$ cat src/rpn_pkg.sv
`timescale 1ns / 1ps
`default_nettype none
// ------------------------------------------------------------------------
// RPN evaluator package
// Types, command and status codes, and sizes shared by the evaluator.
// ------------------------------------------------------------------------
package rpn_pkg;

	localparam int STACK_DEPTH = 16;
	localparam int CNT_W       = $clog2(STACK_DEPTH + 1);
	localparam int ADDR_W      = (STACK_DEPTH > 1) ? $clog2(STACK_DEPTH) : 1;

	localparam int DATA_W     = 32;
	localparam int DIV_STEPS  = DATA_W;
	localparam int DIV_CNT_W  = $clog2(DIV_STEPS);

	// token commands
	localparam logic [2:0] CMD_PUSH = 3'd0;
	localparam logic [2:0] CMD_ADD  = 3'd1;
	localparam logic [2:0] CMD_SUB  = 3'd2;
	localparam logic [2:0] CMD_MUL  = 3'd3;
	localparam logic [2:0] CMD_DIV  = 3'd4;
	localparam logic [2:0] CMD_END  = 3'd5;

	// result status codes
	localparam logic [2:0] ST_OK      = 3'd0;
	localparam logic [2:0] ST_EMPTY   = 3'd1;
	localparam logic [2:0] ST_UNDER   = 3'd2;
	localparam logic [2:0] ST_OVER    = 3'd3;
	localparam logic [2:0] ST_DIVZERO = 3'd4;

	typedef struct packed {
		logic [2:0]               command;
		logic signed [DATA_W-1:0] operand_value;
	} tok_item_t;

	typedef struct packed {
		logic signed [DATA_W-1:0] result_value;
		logic [2:0]               status;
	} res_item_t;

	typedef enum logic [1:0] {
		S_IDLE,
		S_EXEC,
		S_DIVW,
		S_WB
	} state_t;

	// controller -> datapath
	typedef struct packed {
		logic       push;
		logic       flag;
		logic [2:0] flag_code;
		logic       op_start;
		logic [2:0] op;
		logic       alu_load;
		logic       div_start;
		logic       div_load;
		logic       wb;
		logic       finish;
	} dp_cmd_t;

	// datapath -> controller
	typedef struct packed {
		logic full;
		logic lt2;
		logic b_zero;
		logic div_done;
		logic out_blocked;
	} dp_stat_t;

endpackage
`default_nettype wire

$ cat src/rpn_div.sv
`timescale 1ns / 1ps
`default_nettype none
// ------------------------------------------------------------------------
// RPN signed divider
// Radix-2 restoring divider on magnitudes, one quotient bit per cycle,
// truncating toward zero; quotient sign fixed on output.
// ------------------------------------------------------------------------
module rpn_div (
	input  wire logic                      clk,
	input  wire logic                      arst_n,
	input  wire logic                      start,
	input  wire logic [rpn_pkg::DATA_W-1:0] dividend,
	input  wire logic [rpn_pkg::DATA_W-1:0] divisor,
	output logic                           done,
	output logic [rpn_pkg::DATA_W-1:0]      quotient
);
	import rpn_pkg::*;

	logic                 busy_q;
	logic                 done_q;
	logic [DIV_CNT_W-1:0] cnt_q;
	logic                 neg_q;
	logic [DATA_W-1:0]    rem_q;
	logic [DATA_W-1:0]    quo_q;
	logic [DATA_W-1:0]    dvs_q;

	logic [DATA_W:0]      shifted;
	logic [DATA_W:0]      diff;
	logic [DATA_W-1:0]    dvd_mag;
	logic [DATA_W-1:0]    dvs_mag;

	assign dvd_mag = dividend[DATA_W-1] ? (~dividend + DATA_W'(1)) : dividend;
	assign dvs_mag = divisor[DATA_W-1]  ? (~divisor + DATA_W'(1))  : divisor;
	assign shifted = {rem_q, quo_q[DATA_W-1]};
	assign diff    = shifted - {1'b0, dvs_q};

	always_ff @(posedge clk or negedge arst_n) begin
		if (!arst_n) begin
			busy_q <= 1'b0;
			done_q <= 1'b0;
			cnt_q  <= '0;
		end else begin
			done_q <= 1'b0;
			if (start) begin
				busy_q <= 1'b1;
				cnt_q  <= '0;
			end else if (busy_q) begin
				cnt_q <= cnt_q + DIV_CNT_W'(1);
				if (cnt_q == DIV_CNT_W'(DIV_STEPS - 1)) begin
					busy_q <= 1'b0;
					done_q <= 1'b1;
				end
			end
		end
	end

	always_ff @(posedge clk) begin
		if (start) begin
			neg_q <= dividend[DATA_W-1] ^ divisor[DATA_W-1];
			rem_q <= '0;
			quo_q <= dvd_mag;
			dvs_q <= dvs_mag;
		end else if (busy_q) begin
			if (!diff[DATA_W]) begin
				rem_q <= diff[DATA_W-1:0];
				quo_q <= {quo_q[DATA_W-2:0], 1'b1};
			end else begin
				rem_q <= shifted[DATA_W-1:0];
				quo_q <= {quo_q[DATA_W-2:0], 1'b0};
			end
		end
	end

	assign done     = done_q;
	assign quotient = neg_q ? (~quo_q + DATA_W'(1)) : quo_q;

endmodule
`default_nettype wire

$ cat src/rpn_dp.sv
`timescale 1ns / 1ps
`default_nettype none
// ------------------------------------------------------------------------
// RPN datapath
// Operand stack memory, top-of-stack copy, count, sticky status, ALU,
// divider and the result register.
// ------------------------------------------------------------------------
module rpn_dp (
	input  wire logic               clk,
	input  wire logic               arst_n,
	input  wire rpn_pkg::tok_item_t tok,
	input  wire logic               res_stall,
	input  wire rpn_pkg::dp_cmd_t   cmd,
	output rpn_pkg::dp_stat_t       stat,
	output logic                    res_valid,
	output rpn_pkg::res_item_t      res
);
	import rpn_pkg::*;

	logic [DATA_W-1:0] mem_q [STACK_DEPTH];
	logic [DATA_W-1:0] rd_data_q;
	logic [DATA_W-1:0] top_q;
	logic [DATA_W-1:0] res_q;
	logic [CNT_W-1:0]  count_q;
	logic [2:0]        err_q;
	logic              out_valid_q;
	res_item_t         out_item_q;

	logic [CNT_W-1:0]  count_m2;
	logic [ADDR_W-1:0] addr_m2;
	logic [ADDR_W-1:0] addr_top;
	logic [DATA_W-1:0] alu;
	logic [DATA_W-1:0] quotient;
	logic              div_done;
	logic              cnt_zero;

	assign count_m2 = count_q - CNT_W'(2);
	assign addr_m2  = count_m2[ADDR_W-1:0];
	assign addr_top = count_q[ADDR_W-1:0];
	assign cnt_zero = (count_q == '0);

	// a = entry below top, b = top
	always_comb begin
		unique case (cmd.op)
			CMD_ADD: alu = rd_data_q + top_q;
			CMD_SUB: alu = rd_data_q - top_q;
			CMD_MUL: alu = rd_data_q * top_q;
			default: alu = '0;
		endcase
	end

	rpn_div u_div (
		.clk      (clk),
		.arst_n   (arst_n),
		.start    (cmd.div_start),
		.dividend (rd_data_q),
		.divisor  (top_q),
		.done     (div_done),
		.quotient (quotient)
	);

	// stack memory: one write port, one registered read port
	always_ff @(posedge clk) begin
		if (cmd.push) begin
			mem_q[addr_top] <= tok.operand_value;
		end else if (cmd.wb) begin
			mem_q[addr_m2] <= res_q;
		end
		if (cmd.op_start) begin
			rd_data_q <= mem_q[addr_m2];
		end
	end

	always_ff @(posedge clk) begin
		if (cmd.push) begin
			top_q <= tok.operand_value;
		end else if (cmd.wb) begin
			top_q <= res_q;
		end
		if (cmd.alu_load) begin
			res_q <= alu;
		end else if (cmd.div_load) begin
			res_q <= quotient;
		end
		if (cmd.finish) begin
			if (err_q != ST_OK) begin
				out_item_q.result_value <= '0;
				out_item_q.status       <= err_q;
			end else if (cnt_zero) begin
				out_item_q.result_value <= '0;
				out_item_q.status       <= ST_EMPTY;
			end else begin
				out_item_q.result_value <= top_q;
				out_item_q.status       <= ST_OK;
			end
		end
	end

	always_ff @(posedge clk or negedge arst_n) begin
		if (!arst_n) begin
			count_q     <= '0;
			err_q       <= ST_OK;
			out_valid_q <= 1'b0;
		end else begin
			if (cmd.push) begin
				count_q <= count_q + CNT_W'(1);
			end else if (cmd.wb) begin
				count_q <= count_q - CNT_W'(1);
			end else if (cmd.finish) begin
				count_q <= '0;
			end
			if (cmd.finish) begin
				err_q <= ST_OK;
			end else if (cmd.flag && err_q == ST_OK) begin
				err_q <= cmd.flag_code;
			end
			if (cmd.finish) begin
				out_valid_q <= 1'b1;
			end else if (!res_stall) begin
				out_valid_q <= 1'b0;
			end
		end
	end

	assign stat.full        = (count_q == CNT_W'(STACK_DEPTH));
	assign stat.lt2         = (count_q < CNT_W'(2));
	assign stat.b_zero      = (top_q == '0);
	assign stat.div_done    = div_done;
	assign stat.out_blocked = out_valid_q && res_stall;

	assign res_valid = out_valid_q;
	assign res       = out_item_q;

endmodule
`default_nettype wire

$ cat src/rpn_ctrl.sv
`timescale 1ns / 1ps
`default_nettype none
// ------------------------------------------------------------------------
// RPN controller
// Token decode and operator sequencing: fetch, execute or divide, write back.
// ------------------------------------------------------------------------
module rpn_ctrl (
	input  wire logic               clk,
	input  wire logic               arst_n,
	input  wire logic               tok_valid,
	input  wire rpn_pkg::tok_item_t tok,
	input  wire rpn_pkg::dp_stat_t  stat,
	output logic                    tok_stall,
	output rpn_pkg::dp_cmd_t        cmd
);
	import rpn_pkg::*;

	state_t     state_q;
	state_t     state_d;
	logic [2:0] op_q;
	logic       accept;

	// any token waits while an operator is in progress; an end token also waits while a held result is stalled
	assign tok_stall = (state_q != S_IDLE) || ((tok.command == CMD_END) && stat.out_blocked);
	assign accept    = tok_valid && !tok_stall;

	always_ff @(posedge clk or negedge arst_n) begin
		if (!arst_n) begin
			state_q <= S_IDLE;
			op_q    <= CMD_ADD;
		end else begin
			state_q <= state_d;
			if (accept) begin
				op_q <= tok.command;
			end
		end
	end

	always_comb begin
		state_d = state_q;
		unique case (state_q)
			S_IDLE: begin
				if (accept && !stat.lt2 && tok.command >= CMD_ADD && tok.command <= CMD_DIV) begin
					state_d = S_EXEC;
				end
			end
			S_EXEC: begin
				if (op_q == CMD_DIV) begin
					state_d = stat.b_zero ? S_IDLE : S_DIVW;
				end else begin
					state_d = S_WB;
				end
			end
			S_DIVW: begin
				if (stat.div_done) begin
					state_d = S_WB;
				end
			end
			S_WB:    state_d = S_IDLE;
			default: state_d = S_IDLE;
		endcase
	end

	always_comb begin
		cmd    = '0;
		cmd.op = op_q;
		unique case (state_q)
			S_IDLE: begin
				if (accept) begin
					unique case (tok.command) inside
						CMD_PUSH: begin
							if (stat.full) begin
								cmd.flag      = 1'b1;
								cmd.flag_code = ST_OVER;
							end else begin
								cmd.push = 1'b1;
							end
						end
						CMD_ADD, CMD_SUB, CMD_MUL, CMD_DIV: begin
							if (stat.lt2) begin
								cmd.flag      = 1'b1;
								cmd.flag_code = ST_UNDER;
							end else begin
								cmd.op_start = 1'b1;
							end
						end
						CMD_END:  cmd.finish = 1'b1;
						default:  cmd.finish = 1'b0;
					endcase
				end
			end
			S_EXEC: begin
				if (op_q == CMD_DIV) begin
					if (stat.b_zero) begin
						cmd.flag      = 1'b1;
						cmd.flag_code = ST_DIVZERO;
					end else begin
						cmd.div_start = 1'b1;
					end
				end else begin
					cmd.alu_load = 1'b1;
				end
			end
			S_DIVW:  cmd.div_load = stat.div_done;
			S_WB:    cmd.wb = 1'b1;
			default: cmd.wb = 1'b0;
		endcase
	end

endmodule
`default_nettype wire

$ cat src/rpn_integer_stack_evaluator.sv
`timescale 1ns / 1ps
`default_nettype none
// ------------------------------------------------------------------------
// RPN integer stack evaluator
// Postfix integer expression evaluator on a 16-entry operand stack.
// ------------------------------------------------------------------------
// Takes one postfix token per item on the tok channel and returns one item
// on the res channel for each end token. Push, end and unused codes leave
// the sequencer idle, so a new item can follow on the next clock. Add,
// subtract and multiply step through accept with stack read, execute and
// write back. Divide steps through accept with stack read, execute, a wait
// on the radix-2 divider, which retires one quotient bit per cycle, and write
// back. A divide by zero returns to idle without starting the divider.
// The result sits in an output register, so tokens keep flowing while it
// waits; only an end token is held off while an earlier result has not
// been taken. Stack memory needs no clearing after reset.
module rpn_integer_stack_evaluator (
	input  wire logic               clk,
	input  wire logic               arst_n,
	// token channel
	input  wire logic               tok_valid,
	output logic                    tok_stall,
	input  wire rpn_pkg::tok_item_t tok,
	// result channel
	output logic                    res_valid,
	input  wire logic               res_stall,
	output rpn_pkg::res_item_t      res
);
	import rpn_pkg::*;

	dp_cmd_t  cmd;
	dp_stat_t stat;

	// sequencer: decodes tokens, steps operators through the datapath
	rpn_ctrl u_ctrl (
		.clk       (clk),
		.arst_n    (arst_n),
		.tok_valid (tok_valid),
		.tok       (tok),
		.stat      (stat),
		.tok_stall (tok_stall),
		.cmd       (cmd)
	);

	// stack, ALU, divider, sticky status and result register
	rpn_dp u_dp (
		.clk       (clk),
		.arst_n    (arst_n),
		.tok       (tok),
		.res_stall (res_stall),
		.cmd       (cmd),
		.stat      (stat),
		.res_valid (res_valid),
		.res       (res)
	);

endmodule
`default_nettype wire

$ cat config.mk
export PLATFORM = sky130hd
export DESIGN_NAME = rpn_integer_stack_evaluator
export DESIGN_NICKNAME = d
export VERILOG_FILES = /design/src/rpn_pkg.sv /design/src/rpn_div.sv /design/src/rpn_dp.sv /design/src/rpn_ctrl.sv /design/src/rpn_integer_stack_evaluator.sv
export SDC_FILE = /design/constraint.sdc
export NUM_CORES = 2
export LEC_CHECK = 0
export BUFFER_PORTS_ARGS = -buffer_cell sky130_fd_sc_hd__buf_2
export CAP_MARGIN = 0
export CORE_ASPECT_RATIO = 0.5
export CORE_MARGIN = 5
export CORE_UTILIZATION = 59
export CTS_CLUSTER_DIAMETER = 150
export CTS_CLUSTER_SIZE = 30
export DETAILED_ROUTE_END_ITERATION = 7
export GPL_TIMING_DRIVEN = 1
export HOLD_SLACK_MARGIN = 0.15
export PLACE_DENSITY = 0.72
export REMOVE_ABC_BUFFERS = 1
export SYNTH_ARGS = -nofsm -noshare
export SYNTH_HDL_FRONTEND = slang
export SYNTH_SLANG_ARGS = --single-unit
export TNS_END_PERCENT = 20
$ cat constraint.sdc
create_clock -name clk -period 21.9 [get_ports clk]
set_clock_uncertainty 0.1 [all_clocks]
set_input_delay 2.19 -clock clk [delete_from_list [all_inputs] [get_ports clk]]
set_output_delay 2.19 -clock clk [all_outputs]
set_load 0.02 [all_outputs]
==> flow_metrics.env <==
export IMPL_synthesis_instances=4258
export IMPL_cts_made_buffers=29
export IMPL_post_drt_wl_per_cell_um=25.69
export IMPL_synth_top_area_share_pct=41.66
export IMPL_ys_ff_latch=761
export IMPL_nets=4855
export IMPL_slew_viol_final=0
export IMPL_track_usage_pct=30.27
export IMPL_dp_hpwl_mm=91.35
export IMPL_status="finished, final reports clean"
export IMPL_clock_sinks=761
export IMPL_die_h_um=218.0
export IMPL_r2r_start="u_dp.rd_data_q[17]"
export IMPL_synthTopCellsByArea="edfxtp_1 (42%), fa_1 (16%), mux4_2 (7.1%)"
export IMPL_port_buffers=75
export IMPL_ys_warnings_count=0
export IMPL_synth_cell_types=85
export IMPL_fin_crit_sh_pct=37.40
export IMPL_antenna_left=0
export IMPL_clock_latency_ps=700
export IMPL_worst_pin_slew_ps=1225
export IMPL_crit_fanout=18
export IMPL_drive_gt1_share_pct=9.836
export IMPL_detailedRoute_firstPassIterationCount=6
export IMPL_r2r_slack_ps=13710
export IMPL_post_cts_setup_buffers=0
export IMPL_cts_resized=0
export IMPL_routed_via_density=6.230
export IMPL_drc=0
export IMPL_die_w_um=425.9
export IMPL_crit_required_ps=22240
export IMPL_drt_initial_drc_count=3848
export IMPL_rows=76
export IMPL_max_stage_delay_ps=710
export IMPL_tns_ps=0
export IMPL_start_util_pct=59.37
export IMPL_grt_max_degree=74
export IMPL_fp_dieArea_sq_um=92830
export IMPL_drv_cap=0
export IMPL_synth_common_cells="edfxtp_1 (708), nand2_1 (552), inv_1 (450)"
export IMPL_ff2ff_path_depth=22
export IMPL_cts_tree="done"
export IMPL_path_cells="and2_1, fa_1, inv_1, fa_1, fa_1, fa_1, inv_1, fa_1, fa_1, fa_1, fa_1, ha_1, nand3_1, nor2_1, nand2_1, o41ai_1, o221ai_1, o21ai_0, xnor2_1, o21ai_0, a21oi_1, a21oi_1"
export IMPL_htreeDepth=1
export IMPL_hold_depth=2
export IMPL_holdCritPathClass="register to register"
export IMPL_finalSetupViolations=0
export IMPL_fmax_mhz=122.1
export IMPL_worst_setup_path_start_kind="register"
export IMPL_overflow=0
export IMPL_min_to="u_dp.u_div.rem_q[1]"
export IMPL_ys_seq_area_share_pct=43.95
export IMPL_clk_pin_slew_ps=140
export IMPL_slowest_stage="edfxtp_1"
export IMPL_root_buffer="clkbuf_16"
export IMPL_avgSynthCellArea_sq_um=11.99
export IMPL_antenna_found_initial=6
export IMPL_vias=33572
export IMPL_rsz0062_at_grt="no"
export IMPL_grt_pass1_wl_mm=211.2
export IMPL_fin_crit_ps=8191
export IMPL_crit_path_end_kind="register"
export IMPL_synth_edff_count=708
export IMPL_crit_top_cell="fa_1"
export IMPL_routed_wirelength_mm=138.5
export IMPL_grt_pass1_vias=34435
export IMPL_gp_congestion=0.9258
export IMPL_layout_setup_ws_ps=13710
export IMPL_post_synth_top_count_cell="edfxtp_1"
export IMPL_postCtsHoldBufs=0
export IMPL_antenna_cells=0
export IMPL_core_area_sq_um=85960
export IMPL_clock_path_buffers=3
export IMPL_synthArstFlopShare_pct=2.760
export IMPL_syn2layout_area_growth_pct=4.943
export IMPL_setup_worst_path_class="register to register"
export IMPL_reg2reg_to="u_dp.res_q[29]"
export IMPL_pre_cts_slack_ps=13840
export IMPL_hold_violations=0
export IMPL_syn_area_sq_um=51030
export IMPL_slew_headroom_pct=17.25
export IMPL_hold_start="u_dp.u_div.rem_q[1]"
export IMPL_ios=76
export IMPL_synth_top_area_cell="edfxtp_1"
export IMPL_crit_arrival_ps=8530
export IMPL_synth_ff_type="edfxtp_1"
-- final cells by class --
class / count / area [sq um]
clock inverters: 3 / 43.79
well taps: 1170 / 1464
multi-input cells: 2801 / 26110
inverters: 451 / 1694
repair buffers: 165 / 1051
flip-flops and latches: 761 / 22440
fillers: 6668 / 32410
clock buffers: 38 / 759.5
-- critical path: cells and delay by family, from the launching register on --
kind            cells  cell delay (ps)
buf+inv             2              100
xor+xnor            1              170
compound gates      6             1660
simple gates        4              770
flops               1              710
fa+ha+maj           9             4400
-- routing by layer --
metal	vias to the layer above	global-route usage, %	routed length [um]
met4	2	8.690	4633
met1	17046	43.15	55830
met5	-	0	13
li1	14393	-	-
met3	261	5.587	14400
met2	1870	48.35	63580
-- cells in the final DEF, fill, tap and decap left out, drive strengths merged, types with 20 or more instances in the layout --
| cell | n |
|---|---|
| clkbuf | 38 |
| nor2 | 148 |
| o21ai | 135 |
| dfxtp | 32 |
| a21o | 23 |
| and2 | 344 |
| xor2 | 114 |
| fa | 410 |
| buf | 165 |
| o31ai | 39 |
| nand2 | 553 |
| nand2b | 25 |
| mux4 | 160 |
| dfrtp | 20 |
| nand3 | 31 |
| nor3 | 36 |
| xnor2 | 141 |
| inv | 452 |
| ha | 197 |
| o21a | 20 |
| edfxtp | 708 |
| a211oi | 20 |
| or3 | 22 |
| a21oi | 159 |
-- stage by stage --
step           std cells  utilization (%)  hold slack (ps)  cell area [sq um]
3_5_place_dp        5348            61.37            375.4              52750
3_3_place_gp        5348            61.37            362.1              52750
6_report            5389            62.30            387.3              53560
5_1_grt             5389            62.30            422.5              53560
4_1_cts             5389            62.30            393.1              53560
2_1_floorplan       4013                -            335.9              50070
-- sequential cells by signal (all words and copies together), names as in the netlist, 3 cells and up, named ones only --
register          count
u_dp.mem_q          512
u_dp.u_div.dvs_q     32
u_dp.u_div.rem_q     32
u_dp.u_div.cnt_q      5
u_ctrl.op_q           3
u_dp.res_q           32
u_dp.top_q           32
u_dp.res             35
u_dp.err_q            3
u_dp.count_q          5
u_dp.u_div.quo_q     32
u_dp.rd_data_q       32
-- worst max path at each step --
| stage | startpoint | end | cells past startpoint |
|---|---|---|---|
| floorplan | u_dp.count_q[0] | u_dp.mem_q[12][0] | 7 |
| global placement | u_dp.top_q[14] | u_dp.res_q[29] | 22 |
| detailed placement | u_dp.top_q[14] | u_dp.res_q[29] | 22 |
| CTS | u_dp.rd_data_q[17] | u_dp.res_q[29] | 22 |
| global route | u_dp.rd_data_q[17] | u_dp.res_q[31] | 22 |
| finish | u_dp.rd_data_q[17] | u_dp.res_q[29] | 22 |
-- kinds of logic (layout without fill, tap and decap cells) --
| group | Yosys count | in the layout | share of synthesized area (%) |
|---|---|---|---|
| and+or+nand+nor | 1236 | 1236 | 11.69 |
| DFF | 761 | 761 | 43.95 |
| AOI/OAI and AO/OA | 532 | 532 | 6.583 |
| adders and majority gates | 607 | 607 | 20.91 |
| xor gates and xnor gates | 255 | 255 | 4.376 |
| muxes | 171 | 171 | 7.287 |
| buffers and inverters | 696 | 657 | 5.200 |
Power is not shown: default switching activity piles up to over one toggle a cycle in this logic, so the estimate is an artifact.
